### config.mk
export PLATFORM = sky130hd
export DESIGN_NAME = mark_matrix_row_encoder
export DESIGN_NICKNAME = d
export VERILOG_FILES = /design/src/sv/mmre_pkg.sv /design/src/sv/mmre_cfg_regs.sv /design/src/sv/mmre_code_gen.sv /design/src/sv/mark_matrix_row_encoder.sv
export SDC_FILE = /design/constraint.sdc
export NUM_CORES = 1
export LEC_CHECK = 0
export BUFFER_PORTS_ARGS = -buffer_cell sky130_fd_sc_hd__buf_2
export CORE_AREA = 2 2 120 169
export CTS_BUF_LIST = sky130_fd_sc_hd__clkbuf_4
export DETAILED_ROUTE_END_ITERATION = 7
export DIE_AREA = 0 0 122 171
export HOLD_SLACK_MARGIN = 0.08
export PLACE_DENSITY_LB_ADDON = 0.08
export SLEW_MARGIN = 20
export SYNTH_ARGS = -nofsm -noshare
export SYNTH_HDL_FRONTEND = slang
export SYNTH_SLANG_ARGS = --single-unit
### constraint.sdc
create_clock -name clk -period 19.7 [get_ports clk]
set_input_delay 0.985 -clock clk [delete_from_list [all_inputs] [get_ports clk]]
set_output_delay 0.985 -clock clk [all_outputs]
set_load 0.005 [all_outputs]
### src/sv/mmre_pkg.sv
// Shared types, constants and helpers for the mark matrix row encoder.
// Used by every module of the block; depends on nothing else.
package mmre_pkg;

  localparam int CFG_W  = 13;
  localparam int MARK_W = 2;
  localparam int CODE_W = 15;
  localparam int LEN_W  = 4;
  localparam int BITS_W = 4;
  localparam int IDX_W  = 1;

  localparam int DEF_MAX_WIDTH  = 4096;
  localparam int DEF_MAX_HEIGHT = 4096;

  localparam logic [CFG_W-1:0] RESET_SIZE = CFG_W'(4096);

  localparam logic [IDX_W-1:0] REG_ROW_WIDTH    = 1'b0;
  localparam logic [IDX_W-1:0] REG_IMAGE_HEIGHT = 1'b1;

  localparam logic [MARK_W-1:0] MARK_NONE   = 2'd0;
  localparam logic [MARK_W-1:0] MARK_START  = 2'd1;
  localparam logic [MARK_W-1:0] MARK_END    = 2'd2;
  localparam logic [MARK_W-1:0] MARK_SINGLE = 2'd3;

  localparam logic [2:0] PFX_START  = 3'b011;
  localparam logic [2:0] PFX_END    = 3'b101;
  localparam logic [2:0] PFX_SINGLE = 3'b100;
  localparam logic [1:0] PLEN_SHORT = 2'd2;
  localparam logic [1:0] PLEN_LONG  = 2'd3;

  typedef struct packed {
    logic [CFG_W-1:0] width;
    logic [CFG_W-1:0] height;
  } size_t;

  // Smallest b >= 1 with 2^b >= n: one plus the top set bit of n - 1.
  function automatic logic [BITS_W-1:0] offset_bits(input logic [CFG_W-1:0] n);
    logic [CFG_W-1:0]  m;
    logic [BITS_W-1:0] b;
    m = n - CFG_W'(1);
    b = BITS_W'(1);
    if (n > CFG_W'(1)) begin
      for (int i = 0; i < CFG_W; i++) begin
        if (m[i]) begin
          b = BITS_W'(i + 1);
        end
      end
    end
    return b;
  endfunction

endpackage

### src/sv/mmre_cfg_regs.sv
// Configuration registers of the mark matrix row encoder and the clamped sizes.
// Depends on mmre_pkg.
module mmre_cfg_regs #(
  parameter int MAX_WIDTH  = mmre_pkg::DEF_MAX_WIDTH,
  parameter int MAX_HEIGHT = mmre_pkg::DEF_MAX_HEIGHT
) (
  input  logic                       clk,
  input  logic                       rst_n,
  input  logic                       cfg_we,
  input  logic [mmre_pkg::IDX_W-1:0] cfg_index,
  input  logic [mmre_pkg::CFG_W-1:0] cfg_data,
  output mmre_pkg::size_t            sizes
);
  import mmre_pkg::*;

  logic [CFG_W-1:0] row_width_r;
  logic [CFG_W-1:0] image_height_r;

  always_ff @(posedge clk) begin
    if (!rst_n) begin
      row_width_r    <= RESET_SIZE;
      image_height_r <= RESET_SIZE;
    end else if (cfg_we) begin
      unique case (cfg_index)
        REG_ROW_WIDTH:    row_width_r    <= cfg_data;
        REG_IMAGE_HEIGHT: image_height_r <= cfg_data;
        default: ;
      endcase
    end
  end

  // A size of zero behaves as one; sizes beyond the build limit saturate.
  always_comb begin
    if (row_width_r == '0) begin
      sizes.width = CFG_W'(1);
    end else if (32'(row_width_r) > 32'(MAX_WIDTH)) begin
      sizes.width = CFG_W'(MAX_WIDTH);
    end else begin
      sizes.width = row_width_r;
    end
    if (image_height_r == '0) begin
      sizes.height = CFG_W'(1);
    end else if (32'(image_height_r) > 32'(MAX_HEIGHT)) begin
      sizes.height = CFG_W'(MAX_HEIGHT);
    end else begin
      sizes.height = image_height_r;
    end
  end

endmodule

### src/sv/mmre_code_gen.sv
// Codeword builder: prefix from the mark, offset field sized from the columns left.
// Depends on mmre_pkg.
module mmre_code_gen #(
  parameter int CNT_W = 12
) (
  input  logic [mmre_pkg::MARK_W-1:0] mark,
  input  logic [CNT_W-1:0]            col,
  input  logic [CNT_W-1:0]            prev_col,
  input  logic                        seen,
  input  logic                        last_col,
  input  logic [mmre_pkg::CFG_W-1:0]  width,
  output logic                        emit,
  output logic [mmre_pkg::CODE_W-1:0] code_bits,
  output logic [mmre_pkg::LEN_W-1:0]  code_length
);
  import mmre_pkg::*;

  logic [2:0]        prefix;
  logic [1:0]        plen;
  logic [31:0]       used;
  logic [CFG_W-1:0]  remaining;
  logic [BITS_W-1:0] nbits;
  logic [CNT_W-1:0]  offset;
  logic [31:0]       code_full;
  logic [BITS_W:0]   len_full;

  always_comb begin
    unique case (mark)
      MARK_START: begin
        prefix = PFX_START;
        plen   = PLEN_SHORT;
      end
      MARK_END: begin
        prefix = PFX_END;
        plen   = PLEN_LONG;
      end
      MARK_SINGLE: begin
        prefix = PFX_SINGLE;
        plen   = PLEN_LONG;
      end
      default: begin
        prefix = PFX_SINGLE;
        plen   = PLEN_LONG;
      end
    endcase
  end

  assign used      = 32'(prev_col) + 32'(seen);
  assign remaining = (32'(width) > used) ? CFG_W'(32'(width) - used) : '0;
  assign nbits     = offset_bits(remaining);
  assign offset    = seen ? (col - prev_col - CNT_W'(1)) : col;

  assign code_full = (32'(prefix) << nbits) | (32'(offset) & ((32'd1 << nbits) - 32'd1));
  assign len_full  = (BITS_W+1)'(plen) + (BITS_W+1)'(nbits);

  always_comb begin
    if (mark != MARK_NONE) begin
      emit        = 1'b1;
      code_bits   = code_full[CODE_W-1:0];
      code_length = len_full[LEN_W-1:0];
    end else begin
      // A blank pixel closing a row sends a single zero bit.
      emit        = last_col;
      code_bits   = '0;
      code_length = LEN_W'(1);
    end
  end

endmodule

### src/sv/mark_matrix_row_encoder.sv
// Mark matrix row encoder: each input beat passes the input register, then the result register.
// Throughput one mark per cycle; the input register, codeword logic and result
// register form a two-stage pipeline that stalls only on out_stall.
// Synchronous active-low reset clears the row/column state, the pipeline valids
// and sets both size registers to 4096.
module mark_matrix_row_encoder #(
  parameter int MAX_WIDTH  = mmre_pkg::DEF_MAX_WIDTH,
  parameter int MAX_HEIGHT = mmre_pkg::DEF_MAX_HEIGHT
) (
  input  logic                        clk,
  input  logic                        rst_n,
  input  logic                        cfg_we,
  input  logic [mmre_pkg::IDX_W-1:0]  cfg_index,
  input  logic [mmre_pkg::CFG_W-1:0]  cfg_data,
  input  logic                        in_valid,
  output logic                        in_stall,
  input  logic [mmre_pkg::MARK_W-1:0] in_mark_value,
  output logic                        out_valid,
  input  logic                        out_stall,
  output logic [mmre_pkg::CODE_W-1:0] out_code_bits,
  output logic [mmre_pkg::LEN_W-1:0]  out_code_length,
  output logic                        out_end_of_image
);
  import mmre_pkg::*;

  localparam int CNT_W = $clog2(MAX_WIDTH);
  localparam int ROW_W = (MAX_HEIGHT > 1) ? $clog2(MAX_HEIGHT) : 1;

  size_t sizes;

  logic              s1_valid_r;
  logic [MARK_W-1:0] s1_mark_r;
  logic [CNT_W-1:0]  col_r, col_nxt;
  logic [ROW_W-1:0]  row_r, row_nxt;
  logic [CNT_W-1:0]  prev_r, prev_nxt;
  logic              seen_r, seen_nxt;
  logic              out_valid_r;
  logic [CODE_W-1:0] code_r;
  logic [LEN_W-1:0]  len_r;
  logic              eoi_r;

  logic              out_free;
  logic              adv;
  logic              last_col;
  logic              last_row;
  logic              emit;
  logic [CODE_W-1:0] code;
  logic [LEN_W-1:0]  len;

  mmre_cfg_regs #(
    .MAX_WIDTH (MAX_WIDTH),
    .MAX_HEIGHT(MAX_HEIGHT)
  ) u_cfg (
    .clk      (clk),
    .rst_n    (rst_n),
    .cfg_we   (cfg_we),
    .cfg_index(cfg_index),
    .cfg_data (cfg_data),
    .sizes    (sizes)
  );

  // Counters past the end after a size change count as the last position.
  assign last_col = (32'(col_r) + 32'd1) >= 32'(sizes.width);
  assign last_row = (32'(row_r) + 32'd1) >= 32'(sizes.height);

  mmre_code_gen #(
    .CNT_W(CNT_W)
  ) u_gen (
    .mark       (s1_mark_r),
    .col        (col_r),
    .prev_col   (prev_r),
    .seen       (seen_r),
    .last_col   (last_col),
    .width      (sizes.width),
    .emit       (emit),
    .code_bits  (code),
    .code_length(len)
  );

  assign out_free = !out_valid_r || !out_stall;
  assign adv      = s1_valid_r && out_free;
  assign in_stall = s1_valid_r && !out_free;

  always_comb begin
    col_nxt  = col_r;
    row_nxt  = row_r;
    prev_nxt = prev_r;
    seen_nxt = seen_r;
    if (adv) begin
      if (s1_mark_r != MARK_NONE) begin
        prev_nxt = col_r;
        seen_nxt = 1'b1;
      end
      if (last_col) begin
        col_nxt  = '0;
        prev_nxt = '0;
        seen_nxt = 1'b0;
        row_nxt  = last_row ? '0 : row_r + ROW_W'(1);
      end else begin
        col_nxt = col_r + CNT_W'(1);
      end
    end
  end

  always_ff @(posedge clk) begin
    if (!rst_n) begin
      s1_valid_r  <= 1'b0;
      out_valid_r <= 1'b0;
      col_r       <= '0;
      row_r       <= '0;
      prev_r      <= '0;
      seen_r      <= 1'b0;
    end else begin
      if (!in_stall) begin
        s1_valid_r <= in_valid;
      end
      if (out_free) begin
        out_valid_r <= adv && emit;
      end
      col_r  <= col_nxt;
      row_r  <= row_nxt;
      prev_r <= prev_nxt;
      seen_r <= seen_nxt;
    end
  end

  always_ff @(posedge clk) begin
    if (!in_stall && in_valid) begin
      s1_mark_r <= in_mark_value;
    end
    if (adv) begin
      code_r <= code;
      len_r  <= len;
      eoi_r  <= last_col && last_row;
    end
  end

  assign out_valid        = out_valid_r;
  assign out_code_bits    = code_r;
  assign out_code_length  = len_r;
  assign out_end_of_image = eoi_r;

`ifndef SYNTH
  // A nonzero mark that does not close the row leaves the row marked as seen.
  a_seen_after_mark: assert property (@(posedge clk) disable iff (!rst_n)
    (adv && s1_mark_r != MARK_NONE && !last_col) |=> seen_r)
    else $error("mark seen flag not set after a nonzero mark");

  // The last pixel of an image returns both counters to the origin.
  a_image_wrap: assert property (@(posedge clk) disable iff (!rst_n)
    (adv && last_col && last_row) |=> (col_r == '0 && row_r == '0))
    else $error("counters not cleared at end of image");

  // Without a mark in the row the previous mark column stays cleared.
  a_prev_clear: assert property (@(posedge clk) disable iff (!rst_n)
    !seen_r |-> (prev_r == '0))
    else $error("previous mark column set with no mark seen");

  // A delivered beat always carries at least one code bit.
  a_len_nonzero: assert property (@(posedge clk) disable iff (!rst_n)
    out_valid_r |-> (len_r != '0))
    else $error("result beat with empty codeword");
`endif

endmodule
# Word-level counts from Yosys, hierarchy flattened
# Index checks and enable logic that the tools add are counted.
[word_totals] regBits=87 input_bits=21 wordCells=82 output_inout_bits=22
[classes] reduce_logical=18 n_addsub=11 muxes=28 shift=2 n_bitwise=3 n_lt_le_gt_ge=6 n_eq_ne=2
[op_table] operator="2-to-1 mux 13 bit" count=5
[op_table] operator="2-to-1 mux 12 bit" count=5
[op_table] operator="greater-than comparator 13 x 32 -> 1 bit" count=1
[op_table] operator="2-to-1 mux 4 bit" count=7
[op_table] operator="adder 12 x 1 -> 13 bit, second input constant" count=2
[op_table] operator="greater-or-equal comparator 13 bit" count=2
[op_table] operator="greater-than comparator 13 bit, second input constant" count=2
[op_table] operator="zero test 13 bit" count=2
[op_table] operator="adder 12 x 1 -> 12 bit, second input constant" count=2
[op_table] operator="AND 12 x 15 -> 15 bit" count=1
[op_table] operator="OR 15 bit" count=1
[op_table] operator="left shift 1 x 4 -> 15 bit, first input constant" count=1
[op_table] operator="left shift 3 x 4 -> 15 bit" count=1
[op_table] operator="subtractor 15 x 1 -> 15 bit, second input constant" count=1
[op_table] operator="adder 12 x 1 -> 13 bit" count=1
[op_table] operator="greater-than comparator 13 x 1 -> 1 bit, second input constant" count=1
[op_table] operator="subtractor 13 x 1 -> 13 bit, second input constant" count=1
[op_table] operator="subtractor 13 bit" count=1
[op_table] operator="2-to-1 mux 3 bit" count=4
[op_table] operator="subtractor 12 x 1 -> 12 bit, second input constant" count=1
[op_table] operator="subtractor 12 bit" count=1
[op_table] operator="AND reduction 2 bit" count=4
[op_table] operator="one-hot mux 3 bit (2 select lines)" count=1
[op_table] operator="logical AND 1 bit" count=5
[op_table] operator="9 further kinds" count=17

# Logic depth before layout (Yosys ltp)
[depth] word_depth=23 ltp_mapped=29 ltp_nobuf=26

# Hierarchy
# From an unflattened synthesis, not the netlist that was laid out.
[hier_totals] hier_cells=888 hier_area_um2=7415.9
[by_module_without_submodules] mod="mark_matrix_row_encoder" area_each_um2=3181.8 seq_area_each_um2=1441.4 cells_per_inst=312 n_inst=1
[by_module_without_submodules] mod="mmre_code_gen" area_each_um2=3061.7 seq_area_each_um2=0.0 cells_per_inst=426 n_inst=1
[by_module_without_submodules] mod="mmre_cfg_regs" area_each_um2=1172.4 seq_area_each_um2=520.5 cells_per_inst=150 n_inst=1

# Least setup slack after synthesis
# No wires, ideal clock.
[synth_timing] kind="register to register" from="register prev_r[0]" to="register code_r[8], in the netlist out_code_bits[8], data pin" t_arrival_ns=6.039 required_time_ns=19.548 path_buffers=2 synth_period_minus_slack_ns=6.191 setup_ns=0.152 path_stages_with_launch=26 slack_ns=13.509 path_cell_list="dfxtp_1 > ha_1 > ha_1 > nand3_1 > nor4_1 > and3_1 > xnor2_1 > ha_1 > and4_1 > and4_2 > o22ai_1 > nand2b_1 > ha_1 > clkbuf_1 > and2_1 > buf_2 > or2_2 > a41oi_1 > a41oi_1 > a211o_2 > o31ai_1 > nand2_1 > ha_1 > o21ai_2 > or4b_1 > a31oi_1"
[synth_via] elab_chain_cells=21 elab_cells_between_ends=27 cone_classes="6 x add/sub; 2 x order compare; 2 x shift; 15 x mux; 2 x bitwise"
[synth_rtl] item="from (decl)" line_no="mark_matrix_row_encoder.sv:35" rtl="logic [CNT_W-1:0] prev_r, prev_nxt;"
[synth_rtl] item="from (signal assigned)" line_no="mark_matrix_row_encoder.sv:122" rtl="prev_r <= prev_nxt;"
[synth_rtl] item="adder 12 x 1 -> 13 bit" line_no="mmre_code_gen.sv:48" rtl="assign used = 32'(prev_col) + 32'(seen);"
[synth_rtl] item="greater-than comparator 13 x 32 -> 1 bit / subtractor 13 bit (equally long branches)" line_no="mmre_code_gen.sv:49" rtl="assign remaining = (32'(width) > used) ? CFG_W'(32'(width) - used) : '0;"
[synth_rtl] item="2-to-1 mux 13 bit" line_no="mmre_code_gen.sv:49"
[synth_rtl] item="subtractor 13 x 1 -> 13 bit" line_no="mmre_pkg.sv:40" rtl="m = n - CFG_W'(1);"
[synth_rtl] item="2-to-1 mux 2 bit (2 in series)" line_no="mmre_pkg.sv:44" rtl="if (m[i]) begin"
[synth_rtl] item="2-to-1 mux 3 bit (4 in series)" line_no="mmre_pkg.sv:44"
[synth_rtl] item="2-to-1 mux 4 bit (6 in series)" line_no="mmre_pkg.sv:44"
[synth_rtl] item="2-to-1 mux 4 bit" line_no="mmre_pkg.sv:42" rtl="if (n > CFG_W'(1)) begin"
[synth_rtl] item="left shift 1 x 4 -> 15 bit" line_no="mmre_code_gen.sv:53" rtl="assign code_full = (32'(prefix) << nbits) | (32'(offset) & ((32'd1 << nbits) - 32'd1));"
[synth_rtl] item="subtractor 15 x 1 -> 15 bit" line_no="mmre_code_gen.sv:53"
[synth_rtl] item="AND 12 x 15 -> 15 bit" line_no="mmre_code_gen.sv:53"
[synth_rtl] item="OR 15 bit *" line_no="mmre_code_gen.sv:53"
[synth_rtl] item="to (signal assigned)" line_no="mark_matrix_row_encoder.sv:132" rtl="code_r <= code;"
[synth_rtl] item="to (decl)" line_no="mark_matrix_row_encoder.sv:38" rtl="logic [CODE_W-1:0] code_r;"
# Mark *: on every way between the ends. The rest lies on a longest branch, timed or not.
# A chain may end at the register's enable or synchronous reset.

# Worst setup path in the final report
[layout_timing] from="register seen_r" to="register code_r[6], in the netlist out_code_bits[6], data pin"
[layout_via] elab_chain_cells=21 elab_cells_between_ends=25 cone_classes="4 x add/sub; 2 x order compare; 2 x shift; 15 x mux; 2 x bitwise"
[layout_rtl] item="from (decl)" line_no="mark_matrix_row_encoder.sv:36" rtl="logic seen_r, seen_nxt;"
[layout_rtl] item="from (signal assigned)" line_no="mark_matrix_row_encoder.sv:123" rtl="seen_r <= seen_nxt;"
[layout_rtl] item="adder 12 x 1 -> 13 bit" line_no="mmre_code_gen.sv:48"
[layout_rtl] item="greater-than comparator 13 x 32 -> 1 bit / subtractor 13 bit (equally long branches)" line_no="mmre_code_gen.sv:49"
[layout_rtl] item="2-to-1 mux 13 bit" line_no="mmre_code_gen.sv:49"
[layout_rtl] item="subtractor 13 x 1 -> 13 bit" line_no="mmre_pkg.sv:40"
[layout_rtl] item="2-to-1 mux 2 bit (2 in series)" line_no="mmre_pkg.sv:44"
[layout_rtl] item="2-to-1 mux 3 bit (4 in series)" line_no="mmre_pkg.sv:44"
[layout_rtl] item="2-to-1 mux 4 bit (6 in series)" line_no="mmre_pkg.sv:44"
[layout_rtl] item="2-to-1 mux 4 bit" line_no="mmre_pkg.sv:42"
[layout_rtl] item="left shift 1 x 4 -> 15 bit" line_no="mmre_code_gen.sv:53"
[layout_rtl] item="subtractor 15 x 1 -> 15 bit" line_no="mmre_code_gen.sv:53"
[layout_rtl] item="AND 12 x 15 -> 15 bit" line_no="mmre_code_gen.sv:53"
[layout_rtl] item="OR 15 bit *" line_no="mmre_code_gen.sv:53"
# Marked as above.

==> impl_metrics.csv <==
group,metric,value,unit
yosys,ys.warnings.count,0,
global_route,grt_max_degree,53,
floorplan,fp.dieH,171,um
final_layout,final_common_cell,"nand2_1",
detailed_routing,drtAntennaViolNets,0,
timing,slew_headroom,39.1,%
setup_path,cp_common_cell,"ha_1",
detailed_routing,vias,6863,
setup_path,critPathArrivalTime,8.05,ns
setup_path,crit_type,"reg -> reg",
yosys,syn_area,7590,um2
timing,setup_tns,0,ns
min_path,hold_class,"reg -> reg",
pwr,power,0.538,mW
run_status,run_status,"finished, final reports clean",
global_route,overflow,0,
detailed_routing,dr.pass1.iters,5,
timing,finalCritPeriodShare,39.3,%
yosys,syn_inst,942,
floorplan,die_width,122,um
placement,dpl_worst_slack,12.12,ns
clock_network,cts.path.max_buffers,2,
clock_network,cts.sinks,87,
pwr,p_per_area,67.1,nW/um2
setup_path,r2r-end,"out_code_bits[6]",
job,drv_cap,0,
setup_path,path_buf_inv,1,
setup_path,r2r_setup_slack,11.96,ns
clock_network,cts_buffers,9,
global_route,antenna_found_initial,1,
final_layout,final_layout_size_suffix_gt1_share,10.6,%
pwr,switching_share,40.6,%
placement,globalplace.congestion,0.876,
yosys,yosys.area.top_type,"dfxtp_1",
floorplan,start_util,39.0,%
yosys,async_flop_share,0,%
timing,timing_hold_violations_final,0,
floorplan,rows,61,
final_layout,fin_nets,1034,
setup_path,slowest_delay,0.81,ns
setup_path,path_delay_family,"compound AO/OA/AOI/OAI gates",
final_layout,fillers,2048,
timing,hold_ws,0.483,ns
timing,fin_skew,0.0342,ns
placement,io_buffers,42,
yosys,avgSynthCellArea,8.06,um2
floorplan,io_pins,43,
setup_path,rr_startpoint,"seen_r",
yosys,syn_nets,1028,
clock_network,clockRootBuffer,"clkbuf_4",
timing,rsz0062_at_grt,"false",
pwr,peakVddDrop,0.0379,mV
timing,fmax,129,MHz
timing,finalSetupViolations,0,
detailed_routing,wirelength,21.9,mm
min_path,hold_path_end,"u_cfg.row_width_r[0]",
pwr,pwr-share-seq,37.1,%
final_layout,fin_util,41.2,%
pwr,pwr-share-clk,21.1,%
clock_network,ctsHoldBuffers,0,
yosys,synth_top_area_share,17.1,%
clock_network,path_clk_slew,0.16,ns
yosys,synth-main-ff-cell,"dfxtp_1",
detailed_routing,post_drt_wl_per_cell,18.2,um
setup_path,required,20.02,ns
final_layout,design_area,8020,um2
final_layout,final_cell_mix,"119 x nand2_1, 65 x dfxtp_1, 63 x ha_1",
pwr,switchingPower,0.219,mW
setup_path,crit_path_max_fanout,16,
setup_path,cp-start-kind,"flop",
detailed_routing,drc,0,
timing,worst_slack,11.96,ns
detailed_routing,detail_route.vias_per_cell,5.69,
clock_network,cts_setup_buffers,0,
yosys,synth_cell_types,88,
global_route,grtUsageTotal,21.7,%
placement,place_area,7870,um2
final_layout,seq_area,1960,um2
min_path,hold_depth,2,
clock_network,cts_resized,0,
floorplan,die-area,20900,um2
min_path,holdCritStartpoint,"u_cfg.row_width_r[0]",
setup_path,critPathSlowestCell,"dfxtp_1",
clock_network,cts_tree,"yes",
clock_network,cts.htree.levels,3,
setup_path,endpoint_kind,"flop",
yosys,synth_area_leaders,"dfxtp_1 17%, ha_1 10%, edfxtp_1 8.7%, nand2_1 5.9%, a21boi_0 4.8%",
final_layout,syn_to_final_growth,5.62,%
timing,worst_pin_slew,0.912,ns
final_layout,multi_input_area,5130,um2
pwr,combPwrFrac,41.8,%
yosys,synth-seq-cells,87,
clock_network,clk_latency,0.47,ns
timing,final.min_clock_period,7.74,ns
yosys,synth-edff-count,22,
pwr,power.leakage,3.29,nW
yosys,seq_area_frac_synth,25.8,%
placement,dp_hpwl,17.0,mm
placement,dp.cells,1189,
floorplan,core_area,19500,um2
final_layout,fin_cells,1206,
timing,finalMaxSlewViolations,0,
global_route,grt_pass1_vias,6694,
global_route,grt_pass1_wl,35.2,mm
setup_path,rr_worst_depth,25,
detailed_routing,drtIter0Drc,487,
pwr,internal-power,0.320,mW
power groups by stage:
stage / sequential (mW) / clock (mW) / combinational [mW]
after floorplan: 0.203 / 0 / 0.169
after global placement: 0.204 / 0 / 0.224
after detailed placement: 0.204 / 0 / 0.222
after CTS: 0.200 / 0.119 / 0.223
after global routing: 0.201 / 0.125 / 0.247
final: 0.200 / 0.114 / 0.225
worst max path at each step:
stage               startpoint                to  slack (ns)  cells after the start
CTS                     seen_r  out_code_bits[6]       12.04                     25
detailed placement      seen_r  out_code_bits[6]       12.12                     25
global placement        seen_r  out_code_bits[6]       12.26                     25
finish                  seen_r  out_code_bits[6]       11.96                     25
global route            seen_r  out_code_bits[6]       11.33                     25
floorplan            prev_r[0]  out_code_bits[8]       13.51                     25
tightest hold or removal path: stages (launching register included):
cell	delay, ns
dfxtp_1	0.33
nand2_1	0.05
a21boi_0	0.07
metal layers:
metal / vias to the layer above / GRT usage [%] / share of wire, %
li1: 3423 / - / -
met1: 3246 / 23.9 / 40
met2: 147 / 41.8 / 54
met3: 47 / 2.27 / 2.6
met4: 0 / 8.45 / 3.7
met5: - / 0 / 0
logic make-up (layout without fill, tap and decap cells):
kind of cell | after synthesis | after routing | share of synthesized area (%)
other | 1 | 2 | 0.0494
adders and majority gates | 65 | 65 | 10.9
and+or+nand+nor | 354 | 354 | 23.5
DFF | 87 | 87 | 25.8
muxes | 16 | 16 | 2.14
xor gates and xnor gates | 55 | 55 | 6.53
AOI/OAI and AO/OA | 256 | 256 | 24.4
buffers and inverters | 108 | 119 | 6.64
cells in the mapped netlist (8+ instances only):
library cell	number
nor2_1	45
nor2b_1	14
o31ai_1	12
nor4_1	8
o211ai_1	11
o21ai_0	24
nor3_1	27
nand3_1	53
a21oi_1	40
a21o_1	8
xor2_1	13
or2_2	9
nand2_1	119
and3_1	13
mux2i_1	14
a31oi_1	8
a211oi_1	9
edfxtp_1	22
inv_1	53
clkbuf_1	38
nand4_1	12
o21a_1	15
xnor2_1	41
a21boi_0	49
nand2b_1	11
a22o_1	13
dfxtp_1	65
ha_1	63
flip-flops by register name (all words and copies together), names as in the netlist:
name,flops
out_valid,1
out_code_bits,15
out_end_of_image,1
s1_mark_r,2
out_code_length,4
s1_valid_r,1
u_cfg.row_width_r,13
prev_r,12
row_r,12
seen_r,1
col_r,12
u_cfg.image_height_r,13
final cells by class:
type / count / area share, %
inverters: 54 / 2.53
multi-input cells: 747 / 64.0
clock buffers: 10 / 0.936
well taps: 252 / 3.93
diodes: 1 / 0.0312
repair buffers: 49 / 3.28
clock inverters: 6 / 0.843
flip-flops and latches: 87 / 24.5
No activity file was read; power rests on OpenSTA's default activity.
